[src/rtl/core/rscdp_pkg.sv]
// Package for the rotate, scale and clip dot plotter.
// Holds the request and span structs, register indexes, reset values and widths.
// No dependencies.
package rscdp_pkg;

    localparam int DEF_SCREEN_WIDTH  = 640;
    localparam int DEF_SCREEN_HEIGHT = 480;
    localparam int DEF_MAX_DOT       = 33;

    localparam int POS_W   = 20;
    localparam int TRIG_W  = 16;
    localparam int CTR_W   = 20;
    localparam int SCRN_W  = 10;
    localparam int SIZE_W  = 6;
    localparam int HALF_W  = 5;
    localparam int COLOR_W = 8;
    localparam int ADDR_W  = 19;
    localparam int CFG_W   = 20;
    localparam int IDX_W   = 3;

    localparam int PROD_W  = POS_W + TRIG_W;
    localparam int SUM_W   = PROD_W + 1;
    localparam int Q_SHIFT = 14;
    localparam int ROT_W   = SUM_W - Q_SHIFT;
    localparam int V_W     = ROT_W + 1;
    localparam int SCR_W   = V_W + 1;
    localparam int CMP_W   = SCR_W + 1;

    localparam logic [IDX_W-1:0] REG_ROT_COS    = 3'd0;
    localparam logic [IDX_W-1:0] REG_ROT_SIN    = 3'd1;
    localparam logic [IDX_W-1:0] REG_CENTER_X   = 3'd2;
    localparam logic [IDX_W-1:0] REG_CENTER_Y   = 3'd3;
    localparam logic [IDX_W-1:0] REG_OFFSET_X   = 3'd4;
    localparam logic [IDX_W-1:0] REG_OFFSET_Y   = 3'd5;
    localparam logic [IDX_W-1:0] REG_CLIP_LEFT  = 3'd6;
    localparam logic [IDX_W-1:0] REG_CLIP_RIGHT = 3'd7;

    localparam logic signed [TRIG_W-1:0] RST_ROT_COS    = 16'sd16384;
    localparam logic signed [TRIG_W-1:0] RST_ROT_SIN    = 16'sd0;
    localparam logic signed [CTR_W-1:0]  RST_CENTER     = 20'sd0;
    localparam logic [SCRN_W-1:0]        RST_OFFSET     = 10'd96;
    localparam logic [SCRN_W-1:0]        RST_CLIP_LEFT  = 10'd0;
    localparam logic [SCRN_W-1:0]        RST_CLIP_RIGHT = 10'd192;

    localparam logic [SUM_W-1:0] Q_BIAS = SUM_W'((1 << Q_SHIFT) - 1);

    typedef struct packed {
        logic signed [POS_W-1:0] pos_x;
        logic signed [POS_W-1:0] pos_y;
        logic [SIZE_W-1:0]       dot_size;
        logic [COLOR_W-1:0]      color;
    } point_t;

    typedef struct packed {
        logic [ADDR_W-1:0]  row_address;
        logic [SIZE_W-1:0]  span_length;
        logic [COLOR_W-1:0] paint_color;
        logic               last_row;
    } span_t;

endpackage

[src/rtl/core/rotate_scale_clip_dot_plotter_top.sv]
// A point's first span reaches m_data through stages 1 to 4 and the span generator.
// A point may enter every cycle while s_ready is high; the span generator emits one
// row per cycle while m_ready is high, so a dot of size n holds the output for n rows
// and sets the point rate. Clipped points emit nothing and do not stall.
// Reset (aresetn low, synchronous) clears all stage valid bits and loads register defaults.
// Depends on rscdp_pkg.
module rotate_scale_clip_dot_plotter_top #(
    parameter int SCREEN_WIDTH  = rscdp_pkg::DEF_SCREEN_WIDTH,
    parameter int SCREEN_HEIGHT = rscdp_pkg::DEF_SCREEN_HEIGHT,
    parameter int MAX_DOT       = rscdp_pkg::DEF_MAX_DOT
) (
    input  logic                        aclk,
    input  logic                        aresetn,
    input  logic                        cfg_we,
    input  logic [rscdp_pkg::IDX_W-1:0] cfg_index,
    input  logic [rscdp_pkg::CFG_W-1:0] cfg_data,
    input  logic                        s_valid,
    output logic                        s_ready,
    input  rscdp_pkg::point_t           s_data,
    output logic                        m_valid,
    input  logic                        m_ready,
    output rscdp_pkg::span_t            m_data
);
    import rscdp_pkg::*;

    localparam logic [ADDR_W-1:0]       W_STEP   = ADDR_W'(SCREEN_WIDTH);
    localparam logic signed [CMP_W-1:0] HEIGHT_S = CMP_W'(SCREEN_HEIGHT);
    localparam logic [SIZE_W:0]         MAX_S    = (SIZE_W + 1)'(MAX_DOT);

    logic signed [TRIG_W-1:0] rot_cos_reg, rot_sin_reg;
    logic signed [CTR_W-1:0]  center_x_reg, center_y_reg;
    logic [SCRN_W-1:0]        offset_x_reg, offset_y_reg, clip_left_reg, clip_right_reg;

    always_ff @(posedge aclk) begin
        if (!aresetn) begin
            rot_cos_reg    <= RST_ROT_COS;
            rot_sin_reg    <= RST_ROT_SIN;
            center_x_reg   <= RST_CENTER;
            center_y_reg   <= RST_CENTER;
            offset_x_reg   <= RST_OFFSET;
            offset_y_reg   <= RST_OFFSET;
            clip_left_reg  <= RST_CLIP_LEFT;
            clip_right_reg <= RST_CLIP_RIGHT;
        end else if (cfg_we) begin
            case (cfg_index)
                REG_ROT_COS:    rot_cos_reg    <= cfg_data[TRIG_W-1:0];
                REG_ROT_SIN:    rot_sin_reg    <= cfg_data[TRIG_W-1:0];
                REG_CENTER_X:   center_x_reg   <= cfg_data[CTR_W-1:0];
                REG_CENTER_Y:   center_y_reg   <= cfg_data[CTR_W-1:0];
                REG_OFFSET_X:   offset_x_reg   <= cfg_data[SCRN_W-1:0];
                REG_OFFSET_Y:   offset_y_reg   <= cfg_data[SCRN_W-1:0];
                REG_CLIP_LEFT:  clip_left_reg  <= cfg_data[SCRN_W-1:0];
                REG_CLIP_RIGHT: clip_right_reg <= cfg_data[SCRN_W-1:0];
                default: ;
            endcase
        end
    end

    // Stage registers.
    logic                     s1_valid_reg, s2_valid_reg, s3_valid_reg, s4_valid_reg;
    logic signed [PROD_W-1:0] s1_xc_reg, s1_ys_reg, s1_xs_reg, s1_yc_reg;
    logic [SIZE_W-1:0]        s1_size_reg, s2_size_reg, s3_size_reg, s4_size_reg;
    logic [HALF_W-1:0]        s1_hw_reg, s2_hw_reg, s3_hw_reg;
    logic [COLOR_W-1:0]       s1_color_reg, s2_color_reg, s3_color_reg, s4_color_reg;
    logic signed [V_W-1:0]    s2_vx_reg, s2_vy_reg;
    logic signed [SCR_W-1:0]  s3_sx_reg, s3_sy_reg;
    logic                     s4_pass_reg;
    logic [ADDR_W-1:0]        s4_addr_reg;

    logic                     gen_valid_reg, gen_valid_next;
    logic [ADDR_W-1:0]        gen_addr_reg, gen_addr_next;
    logic [SIZE_W-1:0]        gen_size_reg, gen_size_next;
    logic [SIZE_W-1:0]        gen_row_reg, gen_row_next;
    logic [COLOR_W-1:0]       gen_color_reg, gen_color_next;

    logic gen_last, gen_free, s4_take, s4_ready, s3_ready, s2_ready;

    assign gen_last = (gen_row_reg == gen_size_reg - SIZE_W'(1));
    assign gen_free = !gen_valid_reg || (m_ready && gen_last);
    assign s4_take  = s4_valid_reg && (!s4_pass_reg || gen_free);
    assign s4_ready = !s4_valid_reg || s4_take;
    assign s3_ready = !s3_valid_reg || s4_ready;
    assign s2_ready = !s2_valid_reg || s3_ready;
    assign s_ready  = !s1_valid_reg || s2_ready;

    // Stage 1: size clamp and the four rotation products.
    logic [SIZE_W-1:0] in_size;

    always_comb begin
        if (s_data.dot_size == '0) begin
            in_size = SIZE_W'(1);
        end else if ({1'b0, s_data.dot_size} > MAX_S) begin
            in_size = MAX_S[SIZE_W-1:0];
        end else begin
            in_size = s_data.dot_size;
        end
    end

    always_ff @(posedge aclk) begin
        if (s_ready) begin
            s1_xc_reg    <= PROD_W'(s_data.pos_x) * PROD_W'(rot_cos_reg);
            s1_ys_reg    <= PROD_W'(s_data.pos_y) * PROD_W'(rot_sin_reg);
            s1_xs_reg    <= PROD_W'(s_data.pos_x) * PROD_W'(rot_sin_reg);
            s1_yc_reg    <= PROD_W'(s_data.pos_y) * PROD_W'(rot_cos_reg);
            s1_size_reg  <= in_size;
            s1_hw_reg    <= in_size[SIZE_W-1:1];
            s1_color_reg <= s_data.color;
        end
    end

    // Stage 2: sums, division by 2^14 toward zero, center subtraction.
    logic signed [SUM_W-1:0] sum_x, sum_y, bias_x, bias_y;
    logic signed [ROT_W-1:0] rot_x, rot_y;

    always_comb begin
        sum_x  = SUM_W'(s1_xc_reg) - SUM_W'(s1_ys_reg);
        sum_y  = SUM_W'(s1_xs_reg) + SUM_W'(s1_yc_reg);
        bias_x = sum_x + (sum_x[SUM_W-1] ? $signed(Q_BIAS) : $signed(SUM_W'(0)));
        bias_y = sum_y + (sum_y[SUM_W-1] ? $signed(Q_BIAS) : $signed(SUM_W'(0)));
        rot_x  = bias_x[SUM_W-1:Q_SHIFT];
        rot_y  = bias_y[SUM_W-1:Q_SHIFT];
    end

    always_ff @(posedge aclk) begin
        if (s2_ready) begin
            s2_vx_reg    <= V_W'(rot_x) - V_W'(center_x_reg);
            s2_vy_reg    <= V_W'(rot_y) - V_W'(center_y_reg);
            s2_size_reg  <= s1_size_reg;
            s2_hw_reg    <= s1_hw_reg;
            s2_color_reg <= s1_color_reg;
        end
    end

    // Stage 3: scale by three quarters with a floor shift, then add the offset.
    logic signed [V_W-1:0] scl_x, scl_y;

    assign scl_x = s2_vx_reg - (s2_vx_reg >>> 2);
    assign scl_y = s2_vy_reg - (s2_vy_reg >>> 2);

    always_ff @(posedge aclk) begin
        if (s3_ready) begin
            s3_sx_reg    <= SCR_W'(scl_x) + $signed(SCR_W'(offset_x_reg));
            s3_sy_reg    <= SCR_W'(scl_y) + $signed(SCR_W'(offset_y_reg));
            s3_size_reg  <= s2_size_reg;
            s3_hw_reg    <= s2_hw_reg;
            s3_color_reg <= s2_color_reg;
        end
    end

    // Stage 4: clipping and the address of the top row.
    logic signed [CMP_W-1:0] sx_c, sy_c, hw_c, lo_x, hi_x, col_c, row_c;
    logic                    pass;

    always_comb begin
        sx_c  = CMP_W'(s3_sx_reg);
        sy_c  = CMP_W'(s3_sy_reg);
        hw_c  = $signed(CMP_W'(s3_hw_reg));
        lo_x  = $signed(CMP_W'(clip_left_reg)) + hw_c;
        hi_x  = $signed(CMP_W'(clip_right_reg)) - hw_c;
        col_c = sx_c - hw_c;
        row_c = sy_c - hw_c;
        pass  = (sx_c >= lo_x) && (sx_c < hi_x) && (sy_c >= hw_c) && (sy_c < HEIGHT_S - hw_c);
    end

    always_ff @(posedge aclk) begin
        if (s4_ready) begin
            s4_pass_reg  <= pass;
            s4_addr_reg  <= ADDR_W'(row_c) * W_STEP + ADDR_W'(col_c);
            s4_size_reg  <= s3_size_reg;
            s4_color_reg <= s3_color_reg;
        end
    end

    // Span generator, which is also the output register.
    always_comb begin
        gen_valid_next = gen_valid_reg;
        gen_addr_next  = gen_addr_reg;
        gen_size_next  = gen_size_reg;
        gen_row_next   = gen_row_reg;
        gen_color_next = gen_color_reg;
        if (gen_free) begin
            gen_valid_next = s4_valid_reg && s4_pass_reg;
            gen_addr_next  = s4_addr_reg;
            gen_size_next  = s4_size_reg;
            gen_row_next   = '0;
            gen_color_next = s4_color_reg;
        end else if (m_ready) begin
            gen_addr_next = gen_addr_reg + W_STEP;
            gen_row_next  = gen_row_reg + SIZE_W'(1);
        end
    end

    always_ff @(posedge aclk) begin
        gen_addr_reg  <= gen_addr_next;
        gen_size_reg  <= gen_size_next;
        gen_row_reg   <= gen_row_next;
        gen_color_reg <= gen_color_next;
    end

    always_ff @(posedge aclk) begin
        if (!aresetn) begin
            s1_valid_reg  <= 1'b0;
            s2_valid_reg  <= 1'b0;
            s3_valid_reg  <= 1'b0;
            s4_valid_reg  <= 1'b0;
            gen_valid_reg <= 1'b0;
        end else begin
            if (s_ready) begin
                s1_valid_reg <= s_valid;
            end
            if (s2_ready) begin
                s2_valid_reg <= s1_valid_reg;
            end
            if (s3_ready) begin
                s3_valid_reg <= s2_valid_reg;
            end
            if (s4_ready) begin
                s4_valid_reg <= s3_valid_reg;
            end
            gen_valid_reg <= gen_valid_next;
        end
    end

    assign m_valid             = gen_valid_reg;
    assign m_data.row_address  = gen_addr_reg;
    assign m_data.span_length  = gen_size_reg;
    assign m_data.paint_color  = gen_color_reg;
    assign m_data.last_row     = gen_last;

`ifndef SYNTHESIS
    a_rows_not_dropped: assert property (@(posedge aclk) disable iff (!aresetn)
        (m_valid && !gen_last) |=> m_valid)
        else $error("dot ended before its last row");

    a_row_step: assert property (@(posedge aclk) disable iff (!aresetn)
        (m_valid && m_ready && !gen_last) |=>
            (m_data.row_address == $past(m_data.row_address) + W_STEP))
        else $error("row address did not advance by one screen line");

    a_row_in_range: assert property (@(posedge aclk) disable iff (!aresetn)
        m_valid |-> (gen_row_reg < gen_size_reg && gen_size_reg != '0))
        else $error("row counter outside the dot");

    a_clipped_dropped: assert property (@(posedge aclk) disable iff (!aresetn)
        (s4_valid_reg && !s4_pass_reg) |-> s4_take)
        else $error("clipped point stalled the pipeline");
`endif

endmodule
[config.mk]
export PLATFORM = sky130hd
export DESIGN_NAME = rotate_scale_clip_dot_plotter_top
export DESIGN_NICKNAME = d
export VERILOG_FILES = /design/src/rtl/core/rscdp_pkg.sv /design/src/rtl/core/rotate_scale_clip_dot_plotter_top.sv
export SDC_FILE = /design/constraint.sdc
export NUM_CORES = 2
export LEC_CHECK = 0
export BUFFER_PORTS_ARGS = -buffer_cell sky130_fd_sc_hd__buf_2
export CAP_MARGIN = 20
export CORE_ASPECT_RATIO = 0.5
export CORE_MARGIN = 3
export CORE_UTILIZATION = 55
export DETAILED_ROUTE_END_ITERATION = 12
export PLACE_DENSITY = 0.72
export RECOVER_POWER = 50
export SLEW_MARGIN = 25
export SYNTH_ARGS = -nofsm -noshare
export SYNTH_HDL_FRONTEND = slang
export SYNTH_SLANG_ARGS = --single-unit
[constraint.sdc]
create_clock -name aclk -period 17.55 [get_ports aclk]
set_input_delay 3.51 -clock aclk [delete_from_list [all_inputs] [get_ports aclk]]
set_output_delay 3.51 -clock aclk [all_outputs]
set_load 0.005 [all_outputs]
==> metrics.yaml <==
outcome: "finished, violations left"
violations: "max-capacitance violations, max-slew violations"
cellLeakagePower_nw: 35.2
max_cap_viol_count: 5
initial_core_util: 0.561
rrSetupSlack_ns: 8.45
synthArstFlopShare: 0
yosysMostFrequentCell: "inv_1"
postRouteAntennaNets: 0
cp-end-kind: "register"
syn2layout_area_growth_pct: 5.21
h-tree-depth: 2
worstSkewPairLatency_ns: 0.63
portBuffers: 117
grtUsageMet1: 0.395
cp.required_ns: 17.90
top_level_ports: 118
synth_area_sq_um: 76300
holdPathEnd: "s2_color_reg[4]$_DFFE_PP_"
cp.arrival_ns: 11.71
grt_pass1_wl_um: 306000
drive_above_1_share: 0.0394
grt-ovfl-total: 0
reg2reg_from: "s1_xs_reg[0]$_DFFE_PP_"
grt_max_degree: 75
post-route-util: 0.591
cts-buffers-inserted: 47
worstMarginPinSlew_ns: 2.07
cts_tree: "yes"
hold_class: "reg -> reg"
ys.flop_type: "edfxtp_1"
ys_seq_area_frac: 0.170
yosys-top-cells-area: "fa_1, edfxtp_1, ha_1, inv_1, nand2_1"
ctsRootBufferMaster: "clkbuf_16"
busiest_layer: "met2"
dieHeight_um: 269
finalNetCount: 10100
cts_max_path_buffers: 3
clkTransAtPathRegs_ns: 0.06
ys_ff_latch: 474
fmax_mhz: 88.0
clock-sinks: 474
worstHoldStart: "s1_color_reg[4]$_DFFE_PP_"
hold_depth: 0
setup_viol: 0
worstSetupPathType: "in -> reg"
ctsResizeCount: 0
yosysWarnings: 0
synth_edf_count: 351
grt_pass1_vias: 55200
antenna_found_initial: 20
core_sq_um: 136000
tns_ns: 0
grt_util_met3: 0.0620
ctsHoldBuffers: 0
yosysUniqueCellTypes: 91
ir_worst_vdd_mv: 0.340
synth_area_leader_cell: "fa_1"
wire_per_inst_um: 19.1
drc: 0
fin_crit_ns: 11.37
syn-instance-count: 8173
die_area_sq_um: 144000
dpl.hpwl_um: 149000
drtIter0Drc: 3983
use_met2: 0.409
relSlewSlack: -0.379
synthTopCellsByCount: "inv_1, fa_1, nand2_1"
synth_top_area_share: 0.337
totalWireLength_um: 191000
worstRegToRegCells: 36
rows: 95
critPathMaxFanout: 32
rsz0062_at_grt: "false"
drv_slew: 161
clock_skew_ns: 0.0364
fill_cells: 11800
postSynthAreaPerCell_sq_um: 9.34
grt_use_total: 0.270
critPathLaunchType: "input port"
drt-pass1-iter-count: 6
post_cts_buffers: 0
die_x_um: 533
finalHoldViolCount: 0
vias: 54900
syn-num-nets: 10200
routabilityCongestion: 1.01
p_per_area_nw_per_um2: 131
regToRegEndpoint: "s2_vy_reg[22]$_DFFE_PP_"
fin_crit_sh: 0.648
avgViaCountPerCell: 5.50
cells in the final DEF, fill, tap and decap left out, types with 96 or more instances in the layout:
cell type and n:
xor2_1 117, inv_1 1640, xnor2_1 312, and2_1 500, nand2b_1 107, buf_2 96, fa_1 1285, a21oi_1 271
edfxtp_1 351, ha_1 661, a21o_1 119, dfxtp_1 110, a21boi_0 123, nor2_1 236, nand2_1 1114, o21ai_0 152
worst max-delay path, stage by stage:
cell      delay [ns]
buf_2           0.07
clkbuf_1        1.47
nand2_1         0.20
fa_1            0.44
inv_1           0.08
ha_1            0.15
inv_1           0.05
fa_1            0.46
fa_1            0.54
inv_1           0.05
fa_1            0.47
inv_1           0.05
fa_1            0.47
inv_1           0.04
ha_1            0.33
and3_1          0.18
a221o_1         0.34
a21oi_1         0.24
and3b_1         0.21
a21boi_0        0.46
o31ai_1         0.23
o21ai_0         0.43
o21ai_0         0.30
a41oi_1         0.43
o221ai_1        0.19
a21oi_1         0.21
xnor2_1         0.08
power breakdown:
group	switching, mW	total, mW	internal [mW]	leakage (nW)
sequential	0.193	2.04	1.84	4.87
clock	0.488	1.10	0.608	0.802
combinational	4.34	7.35	3.01	29.5
total	5.02	10.5	5.46	35.2
worst max path at each step:
stage / startpoint / endpoint / slack [ns] / cells past startpoint
2_1_floorplan: m_ready / s_ready / 6.18 / 7
3_3_place_gp: s_data[45] / s1_xc_reg[35]$_DFFE_PP_ / 6.45 / 26
3_5_place_dp: s_data[45] / s1_xc_reg[35]$_DFFE_PP_ / 6.25 / 26
4_1_cts: s_data[45] / s1_xc_reg[35]$_DFFE_PP_ / 6.85 / 26
5_1_grt: s_data[34] / s1_xc_reg[35]$_DFFE_PP_ / 5.89 / 27
6_report: s_data[34] / s1_xc_reg[35]$_DFFE_PP_ / 6.18 / 27
area by class of cell:
| cell class | count | area [sq um] | share of cell area |
|---|---|---|---|
| clock buffer | 57 | 1330 | 0.0165 |
| timing repair buffer | 191 | 1120 | 0.0139 |
| multi-input combinational | 5746 | 56000 | 0.697 |
| antenna | 14 | 35.0 | 0.000436 |
| tap | 1843 | 2310 | 0.0287 |
| clock inverter | 31 | 327 | 0.00407 |
| sequential | 474 | 13000 | 0.162 |
| inverter | 1641 | 6160 | 0.0767 |
stage by stage:
stage               hold slack, ns  area (sq um)  worst slack [ns]  std cells  power (mW)
floorplan                    0.400         76300              6.18       8173        7.48
global placement             0.400         78600              6.45       9894        9.15
detailed placement           0.405         78600              6.25       9895        9.27
CTS                          0.415         80300              6.85       9983        10.4
global route                 0.425         80300              5.89       9984        11.5
finish                       0.415         80300              6.18       9997        10.5
metal layers:
layer  routed length, um  vias up
met3               18100      233
li1                    -    25400
met4                5030       14
met2               82900     1904
met1               84200    27400
met5                 303        -
kinds of logic after synthesis:
family          after synthesis  synth area share
fa+ha+maj                  1946             0.445
simple gates               2351             0.148
flops                       474             0.170
xor+xnor                    434            0.0498
compound gates             1004            0.0884
buf+inv                    1953            0.0966
mux                          11           0.00152
No activity file was read; power rests on OpenSTA's default activity.
